===== config.mk =====
export PLATFORM = sky130hd
export DESIGN_NAME = eased_tween_interpolator
export DESIGN_NICKNAME = d
export VERILOG_FILES = /design/src/hdl/eti_pkg.sv /design/src/hdl/eased_tween_interpolator.sv /design/src/hdl/eti_mul_unit.sv
export SDC_FILE = /design/constraint.sdc
export NUM_CORES = 1
export LEC_CHECK = 0
export BUFFER_PORTS_ARGS = -buffer_cell sky130_fd_sc_hd__buf_2
export CAP_MARGIN = 5
export CORE_MARGIN = 3
export CORE_UTILIZATION = 40
export CTS_BUF_LIST = sky130_fd_sc_hd__clkbuf_16
export DETAILED_ROUTE_END_ITERATION = 7
export HOLD_SLACK_MARGIN = 0.12
export SLEW_MARGIN = 20
export SYNTH_ARGS = -nofsm -noshare
export SYNTH_HDL_FRONTEND = slang
export SYNTH_SLANG_ARGS = --single-unit
export TNS_END_PERCENT = 30

===== constraint.sdc =====
create_clock -name clk_i -period 7.6 [get_ports clk_i]
set_clock_uncertainty 0.05 [all_clocks]
set_input_delay 0.38 -clock clk_i [delete_from_list [all_inputs] [get_ports clk_i]]
set_output_delay 0.38 -clock clk_i [all_outputs]
set_load 0.03 [all_outputs]

===== src/hdl/eti_pkg.sv =====
// ----------------------------------------------------------------------------
// Eased tween interpolator package
// Types and fixed constants shared by the tween datapath and sequencer.
// ----------------------------------------------------------------------------
package eti_pkg;

  localparam int DUR_W     = 26;   // duration in ms times 1000 stays below 2**26
  localparam int T_W       = 16;   // Q0.16 progress
  localparam int MUL_B_W   = 20;   // largest easing operand is 262144 - 2t
  localparam int MS_TO_US  = 1000;
  localparam int DIV_STEPS = 16;

  typedef enum logic [1:0] {
    REG_FROM_VAL    = 2'd0,
    REG_TO_VAL      = 2'd1,
    REG_SPAN_MS     = 2'd2,
    REG_EASING_MODE = 2'd3
  } cfg_reg_e;

  typedef enum logic [1:0] {
    EASE_LIN    = 2'd0,
    EASE_IN     = 2'd1,
    EASE_QOUT   = 2'd2,
    EASE_QINOUT = 2'd3
  } easing_e;

  typedef enum logic {
    ACT_START  = 1'b0,
    ACT_UPDATE = 1'b1
  } action_e;

  typedef enum logic [1:0] {
    MUL_DUR  = 2'd0,
    MUL_EASE = 2'd1,
    MUL_LERP = 2'd2
  } mul_op_e;

  typedef struct packed {
    logic    en;
    mul_op_e op;
    easing_e mode;
  } arith_ctrl_t;

  typedef enum logic [8:0] {
    ST_IDLE = 9'b000000001,
    ST_DUR  = 9'b000000010,
    ST_CMP  = 9'b000000100,
    ST_DIV  = 9'b000001000,
    ST_EASE = 9'b000010000,
    ST_ESEL = 9'b000100000,
    ST_LERP = 9'b001000000,
    ST_FIN  = 9'b010000000,
    ST_OUT  = 9'b100000000
  } state_e;

endpackage


===== src/hdl/eased_tween_interpolator.sv =====
// ----------------------------------------------------------------------------
// Eased tween interpolator
// Time-driven tween between two signed fixed-point values with quadratic
// easing, computed by a small sequencer around one multiplier and one
// subtractor.
// ----------------------------------------------------------------------------
// A start item (tuser = 0) latches now_us as the begin time, returns the
// start register and arms the tween. An update item (tuser = 1) measures the
// wrapping elapsed time; at or past the duration register times 1000 us it
// returns the end register with done_res set, otherwise it returns the eased
// intermediate value with still_running set. Updates while idle or done
// return the held value. Counted from the accepting cycle through the cycle
// at whose end the result register loads, a start item or an update while
// idle or done passes the accept and output steps; an update that reaches
// the end also passes the duration scale and the compare; an update that
// yields an intermediate value passes the duration scale, the compare, the
// 16-step restoring divide that forms the Q0.16 progress on the shared
// subtractor, the easing square, the easing select, the interpolation
// product and the final add, with three passes through the multiplier.
// The input is ready again in the next cycle, so a new item is taken only
// after the last one's result has loaded. The input is not ready while
// an item is in work; a finished result waits in the output register, and
// the next item may be taken meanwhile; its own result then holds in the
// last step until the waiting one is taken.
// Configuration writes take effect at the next update.
// ----------------------------------------------------------------------------
module eased_tween_interpolator
  import eti_pkg::*;
#(
  parameter int VALUE_BITS = 16
) (
  input  logic                   clk_i,
  input  logic                   rst_ni,
  // configuration write port
  input  logic                   cfg_we_i,
  input  logic [1:0]             cfg_idx_i,
  input  logic [((VALUE_BITS > 16) ? VALUE_BITS : 16)-1:0] cfg_data_i,
  // input items
  input  logic                   s_axis_tvalid,
  output logic                   s_axis_tready,
  input  logic [31:0]            s_axis_tdata,   // [31:0] now_us
  input  logic                   s_axis_tuser,   // [0] action
  // result items
  output logic                   m_axis_tvalid,
  input  logic                   m_axis_tready,
  output logic [((VALUE_BITS + 7) / 8) * 8 - 1:0] m_axis_tdata, // [VALUE_BITS-1:0] value
  output logic [1:0]             m_axis_tuser    // [0] still_running, [1] done_res
);

  localparam int OUT_DW = ((VALUE_BITS + 7) / 8) * 8;
  localparam int MA_W   = (VALUE_BITS + 1 > 17) ? VALUE_BITS + 1 : 17;
  localparam int P_W    = MA_W + MUL_B_W;
  localparam int CNT_W  = $clog2(DIV_STEPS);

  // Configuration registers.
  logic signed [VALUE_BITS-1:0] start_q, end_q;
  logic [15:0]                  duration_q;
  easing_e                      mode_q;

  // Tween state.
  logic [31:0]                  begin_q;
  logic                         running_q;
  logic                         finished_q;
  logic signed [VALUE_BITS-1:0] held_q;

  // Work registers.
  state_e                       state_q, state_d;
  logic [31:0]                  elapsed_q;
  logic [DUR_W-1:0]             rem_q;
  logic [T_W-1:0]               t_q;
  logic [T_W-1:0]               e_q;
  logic [CNT_W-1:0]             cnt_q;
  logic                         live_q;

  // Output register.
  logic                         m_valid_q;
  logic [VALUE_BITS-1:0]        out_value_q;
  logic                         out_run_q, out_done_q;

  logic                         in_acc;
  logic                         out_free;
  arith_ctrl_t                  mul_ctrl;
  logic signed [P_W-1:0]        prod;
  logic [DUR_W-1:0]             dur;
  logic signed [VALUE_BITS:0]   diff;
  logic [32:0]                  sub_a, sub_b;
  logic [33:0]                  sub_r;
  logic                         sub_ge;
  logic [DUR_W:0]               rem_dbl;
  logic [T_W-1:0]               e_sel;

  assign in_acc   = s_axis_tvalid && s_axis_tready;
  assign out_free = !m_valid_q || m_axis_tready;
  assign s_axis_tready = (state_q == ST_IDLE);

  // Scaled duration sits in the product register from ST_CMP through ST_DIV.
  assign dur  = prod[DUR_W-1:0];
  assign diff = (VALUE_BITS + 1)'(end_q) - (VALUE_BITS + 1)'(start_q);

  // Shared subtractor: end-of-tween compare, then one divide step a cycle.
  assign rem_dbl = {rem_q, 1'b0};
  always_comb begin
    if (state_q == ST_DIV) begin
      sub_a = 33'(rem_dbl);
    end else begin
      sub_a = {1'b0, elapsed_q};
    end
    sub_b  = 33'(dur);
    sub_r  = {1'b0, sub_a} - {1'b0, sub_b};
    sub_ge = !sub_r[33];
  end

  // Multiplier control.
  always_comb begin
    mul_ctrl.en   = 1'b0;
    mul_ctrl.op   = MUL_DUR;
    mul_ctrl.mode = mode_q;
    case (state_q)
      ST_DUR: begin
        mul_ctrl.en = 1'b1;
        mul_ctrl.op = MUL_DUR;
      end
      ST_EASE: begin
        mul_ctrl.en = 1'b1;
        mul_ctrl.op = MUL_EASE;
      end
      ST_LERP: begin
        mul_ctrl.en = 1'b1;
        mul_ctrl.op = MUL_LERP;
      end
      default: mul_ctrl.en = 1'b0;
    endcase
  end

  eti_mul_unit #(
    .VALUE_BITS(VALUE_BITS)
  ) u_mul (
    .clk_i    (clk_i),
    .rst_ni   (rst_ni),
    .ctrl_i   (mul_ctrl),
    .span_ms_i(duration_q),
    .t_i      (t_q),
    .diff_i   (diff),
    .ease_i   (e_q),
    .prod_o   (prod)
  );

  // Reduce the easing product to Q0.16.
  always_comb begin
    case (mode_q)
      EASE_IN, EASE_QOUT: e_sel = prod[31:16];
      EASE_QINOUT: begin
        if (t_q[T_W-1]) begin
          e_sel = T_W'(prod[32:16] - 17'h10000);
        end else begin
          e_sel = prod[30:15];
        end
      end
      default: e_sel = t_q;
    endcase
  end

  // Sequencer.
  always_comb begin
    state_d = state_q;
    case (state_q)
      ST_IDLE: begin
        if (in_acc) begin
          if (s_axis_tuser == ACT_UPDATE && running_q && !finished_q) begin
            state_d = ST_DUR;
          end else begin
            state_d = ST_OUT;
          end
        end
      end
      ST_DUR:  state_d = ST_CMP;
      ST_CMP:  state_d = sub_ge ? ST_OUT : ST_DIV;
      ST_DIV:  state_d = (cnt_q == CNT_W'(DIV_STEPS - 1)) ? ST_EASE : ST_DIV;
      ST_EASE: state_d = ST_ESEL;
      ST_ESEL: state_d = ST_LERP;
      ST_LERP: state_d = ST_FIN;
      ST_FIN:  state_d = ST_OUT;
      ST_OUT:  state_d = out_free ? ST_IDLE : ST_OUT;
      default: state_d = ST_IDLE;
    endcase
  end

  always_ff @(posedge clk_i or negedge rst_ni) begin
    if (!rst_ni) begin
      state_q    <= ST_IDLE;
      begin_q    <= '0;
      running_q  <= 1'b0;
      finished_q <= 1'b0;
      held_q     <= '0;
      live_q     <= 1'b0;
      cnt_q      <= '0;
      start_q    <= '0;
      end_q      <= '0;
      duration_q <= '0;
      mode_q     <= EASE_LIN;
      m_valid_q  <= 1'b0;
    end else begin
      state_q <= state_d;

      if (cfg_we_i) begin
        case (cfg_idx_i)
          REG_FROM_VAL:    start_q    <= cfg_data_i[VALUE_BITS-1:0];
          REG_TO_VAL:      end_q      <= cfg_data_i[VALUE_BITS-1:0];
          REG_SPAN_MS:     duration_q <= cfg_data_i[15:0];
          REG_EASING_MODE: mode_q     <= easing_e'(cfg_data_i[1:0]);
          default: ;
        endcase
      end

      case (state_q)
        ST_IDLE: begin
          if (in_acc) begin
            live_q <= 1'b0;
            if (s_axis_tuser == ACT_START) begin
              begin_q    <= s_axis_tdata;
              held_q     <= start_q;
              running_q  <= 1'b1;
              finished_q <= 1'b0;
            end
          end
        end
        ST_CMP: begin
          cnt_q <= '0;
          if (sub_ge) begin
            held_q     <= end_q;
            finished_q <= 1'b1;
            running_q  <= 1'b0;
          end
        end
        ST_DIV:  cnt_q <= cnt_q + 1'b1;
        ST_FIN: begin
          held_q <= start_q + VALUE_BITS'(prod >>> 16);
          live_q <= 1'b1;
        end
        default: ;
      endcase

      // Hold the result until taken, reload when a new one is ready.
      if (state_q == ST_OUT && out_free) begin
        m_valid_q <= 1'b1;
      end else if (m_axis_tready) begin
        m_valid_q <= 1'b0;
      end
    end
  end

  // Datapath registers without reset.
  always_ff @(posedge clk_i) begin
    if (in_acc) begin
      elapsed_q <= s_axis_tdata - begin_q;
    end
    case (state_q)
      ST_CMP: begin
        rem_q <= elapsed_q[DUR_W-1:0];
        t_q   <= '0;
      end
      ST_DIV: begin
        if (sub_ge) begin
          rem_q <= sub_r[DUR_W-1:0];
        end else begin
          rem_q <= rem_dbl[DUR_W-1:0];
        end
        t_q <= {t_q[T_W-2:0], sub_ge};
      end
      ST_ESEL: e_q <= e_sel;
      default: ;
    endcase
    if (state_q == ST_OUT && out_free) begin
      out_value_q <= held_q;
      out_run_q   <= live_q;
      out_done_q  <= finished_q;
    end
  end

  assign m_axis_tvalid = m_valid_q;
  assign m_axis_tdata  = OUT_DW'(out_value_q);
  assign m_axis_tuser  = {out_done_q, out_run_q};

endmodule


===== src/hdl/eti_mul_unit.sv =====
// ----------------------------------------------------------------------------
// Shared multiplier
// One signed multiplier with registered product, reused for the duration
// scale, the easing square and the final interpolation.
// ----------------------------------------------------------------------------
module eti_mul_unit
  import eti_pkg::*;
#(
  parameter int VALUE_BITS = 16
) (
  input  logic                                  clk_i,
  input  logic                                  rst_ni,
  input  arith_ctrl_t                           ctrl_i,
  input  logic [15:0]                           span_ms_i,
  input  logic [T_W-1:0]                        t_i,
  input  logic signed [VALUE_BITS:0]            diff_i,
  input  logic [T_W-1:0]                        ease_i,
  output logic signed [((VALUE_BITS + 1 > 17) ? VALUE_BITS + 1 : 17) + MUL_B_W - 1:0] prod_o
);

  localparam int MA_W = (VALUE_BITS + 1 > 17) ? VALUE_BITS + 1 : 17;
  localparam int P_W  = MA_W + MUL_B_W;

  logic signed [MA_W-1:0]    op_a;
  logic signed [MUL_B_W-1:0] op_b;
  logic signed [P_W-1:0]     prod_d, prod_q;

  always_comb begin
    op_a = '0;
    op_b = '0;
    case (ctrl_i.op)
      MUL_DUR: begin
        op_a = MA_W'(span_ms_i);
        op_b = MUL_B_W'(MS_TO_US);
      end
      MUL_EASE: begin
        op_a = MA_W'(t_i);
        case (ctrl_i.mode)
          EASE_QOUT:   op_b = MUL_B_W'(20'd131072 - MUL_B_W'(t_i));
          EASE_QINOUT: begin
            if (t_i[T_W-1]) begin
              op_b = MUL_B_W'(20'd262144 - MUL_B_W'({t_i, 1'b0}));
            end else begin
              op_b = MUL_B_W'(t_i);
            end
          end
          default:     op_b = MUL_B_W'(t_i);
        endcase
      end
      MUL_LERP: begin
        op_a = MA_W'(diff_i);
        op_b = MUL_B_W'(ease_i);
      end
      default: begin
        op_a = '0;
        op_b = '0;
      end
    endcase
    prod_d = P_W'(op_a) * P_W'(op_b);
  end

  always_ff @(posedge clk_i or negedge rst_ni) begin
    if (!rst_ni) begin
      prod_q <= '0;
    end else if (ctrl_i.en) begin
      prod_q <= prod_d;
    end
  end

  assign prod_o = prod_q;

endmodule


==> reports/metrics.csv <==
metric,value,unit
status,finished with violations,
violated checks,setup timing,
Crit Path Class,flip-flop to flip-flop,
starting density of the core,0.407,
Crit. path cell count,30,
area of the multi-input gates,17100,sq um
worst-margin pin slew,1.11,ns
Ys Warns,0,
drt first pass iters,6,
fin crit share,1.04,
DIE WIDTH,258,um
CP Max Fanout,5,
DP HPWL,57000,um
CTS buffer count,29,
Fillers,5820,
final std cells w/o fill,4053,
CP most frequent cell,inv_2,
via density per instance,5.21,
DR vias,21100,
Slew Limit Fails,0,
root buf cell,clkbuf_16,
ys async rst share,0.576,
initial antenna violation count,1,
placed cell count,3896,
number of global-route vias before repair,21900,
Worst R2R Setup Slack,-0.33,ns
R2R Path End,u_mul.prod_o[25]$_DFFE_PN0P_,
PortBufs,75,
fin worst setup slack,-0.333,ns
Sink Count,255,
routability-driven placement congestion ratio,0.906,
I/O pin count,76,
num rows,91,
share of layout cells above drive strength 1,0.201,
placed inst area,28700,sq um
Cells after Synth,2790,
CP endpoint kind,flip-flop,
distinct cell type count after synthesis,90,
core outline area,62200,sq um
Hold WS,0.218,ns
Final Hold Viols,0,
area delta synth->final,23.3,%
"Primary FF master, synth",dfrtp_1,
synthesized cell area,25300,sq um
GRT Residual Overflow,0,
post-synthesis sequential area ratio,0.274,
family with the most delay on the worst path,adder cells,
Die Y,258,um
CTS tree,built,
Seq. cell area,6920,sq um
clk slew on worst S/H paths,0.06,ns
FF-to-FF Start,t_q[1]$_SDFFCE_PP0P_,
Critical-path top delay cell,fa_1,
RSZ-0062 raised after global routing,true,
Wirelength per Cell,17.8,um
clock latency on the worst-skew pair,0.57,ns
Worst Path Arrival,8.32,ns
clk buf depth,3,
GRT Total Usage,0.218,
largest net degree at the start of global routing,64,
Finished Cell Area,31200,sq um
CTS HTree Levels,1,
net total in the final layout,3702,
"Buf+Inv Stages, Crit Path",7,
Detail Route Antenna Nets,0,
first-pass GRT wire length,117000,um
total wire length,71900,um
relative max-transition margin,0.260,
fin crit period,7.93,ns
Max stage delay on crit path,0.57,ns
CP Data Required Time,7.98,ns
Synth Register Bits,255,
Syn Area/Cell,9.07,sq um
FMAX,0.126,GHz
die area,66300,sq um
final setup violating endpoints,13,
crit start category,flip-flop,
max-cap viol count,0,
"EDFF count, synth",108,
worst min-delay path category,input port to asynchronous set/reset pin,
Residual DRC,0,
cell count of the worst reg-to-reg path,30,
diodes inserted,0,
DRT iter0 DRCs,1399,
[registers in the layout (all words and copies together) (netlist names), 2 cells and up]
name          count
begin_q          32
cnt_q             4
duration_q       16
e_q              16
elapsed_q        32
end_q            16
held_q           16
m_axis_tdata     16
mode_q            2
rem_q            26
start_q          16
state_q           9
t_q              16
u_mul.prod_o     32
[layout make-up]
cell class              instances  share of cell area
well taps                     837              0.0336
clock inverters                25             0.00618
clock buffers                  29              0.0233
inverters                     425              0.0511
multi-input cells            2023               0.548
repair buffers                459               0.116
flip-flops and latches        255               0.222
[what timing repair did]
| action | 4_1_cts | 5_1_grt |
|---|---|---|
| hold endpoints to repair | 122 | 0 |
| gates resized for setup | 100 | 55 |
| pin swaps | 90 | 47 |
| gates cloned | 1 | 0 |
| endpoints found under the setup margin | 17 | 17 |
| buffers inserted | 32 | 17 |
| hold buffers | 52 | 0 |
[metrics by stage]
stage / setup slack, ns / utilization / setup TNS [ns]
2_1_floorplan: -0.00755 / - / -0.00755
3_3_place_gp: -0.450 / 0.462 / -4.52
3_5_place_dp: -0.555 / 0.462 / -6.16
4_1_cts: -0.234 / 0.496 / -1.70
5_1_grt: -0.618 / 0.502 / -6.69
6_report: -0.333 / 0.502 / -2.39
[cell usage after synthesis, types with 26 or more instances]
master / count / area share
nor2_1: 266 / 0.039
o21ai_0: 165 / 0.033
mux2_2: 39 / 0.017
xnor2_1: 64 / 0.022
edfxtp_1: 108 / 0.13
inv_1: 421 / 0.062
clkbuf_1: 75 / 0.011
a22oi_1: 28 / 0.0083
nor3_1: 26 / 0.0051
nand2b_1: 31 / 0.0077
o21a_1: 29 / 0.0086
dfrtp_1: 146 / 0.14
xor2_1: 41 / 0.014
a21o_1: 44 / 0.013
ha_1: 199 / 0.098
fa_1: 254 / 0.20
and2_1: 38 / 0.0094
nand2_1: 376 / 0.056
a21oi_1: 121 / 0.024
[cell families after synthesis]
family,Yosys count,share of synthesized area
adders and majority gates,453,0.299
muxes,49,0.0213
xor gates and xnor gates,106,0.0372
buffers and inverters,523,0.0793
other,2,0.000297
DFF,255,0.274
AOI/OAI and AO/OA,557,0.143
and+or+nand+nor,845,0.146
[how the worst max path moves through the flow]
stage,from,endpoint,slack [ns]
floorplan,state_q[5]$_DFFE_PN0N_,u_mul.prod_o[30]$_DFFE_PN0P_,-0.008
global placement,t_q[1]$_SDFFCE_PP0P_,u_mul.prod_o[28]$_DFFE_PN0P_,-0.45
detailed placement,t_q[1]$_SDFFCE_PP0P_,u_mul.prod_o[31]$_DFFE_PN0P_,-0.56
CTS,t_q[1]$_SDFFCE_PP0P_,u_mul.prod_o[31]$_DFFE_PN0P_,-0.23
global route,t_q[1]$_SDFFCE_PP0P_,u_mul.prod_o[25]$_DFFE_PN0P_,-0.62
finish,t_q[1]$_SDFFCE_PP0P_,u_mul.prod_o[25]$_DFFE_PN0P_,-0.33
[routing by layer]
metal | track usage | part of all wire | vias up
li1 | - | - | 10000
met1 | 0.297 | 0.43 | 10400
met5 | 0 | 0.00021 | -
met4 | 0.0521 | 0.030 | 2
met3 | 0.0265 | 0.057 | 119
met2 | 0.372 | 0.48 | 584
[cell usage in the layout, fill, tap and decap left out, types with 44 or more instances in the layout]
| cell | n |
|---|---|
| a21o_1 | 44 |
| a21oi_1 | 110 |
| buf_2 | 74 |
| buf_4 | 300 |
| dfrtp_1 | 146 |
| dlygate4sd3_1 | 52 |
| edfxtp_1 | 108 |
| fa_1 | 243 |
| ha_1 | 187 |
| inv_1 | 404 |
| nand2_1 | 371 |
| nor2_1 | 251 |
| o21ai_0 | 153 |
| xnor2_1 | 61 |
Power is not shown: default switching activity piles up to over one toggle a cycle in this logic, so the estimate is an artifact.
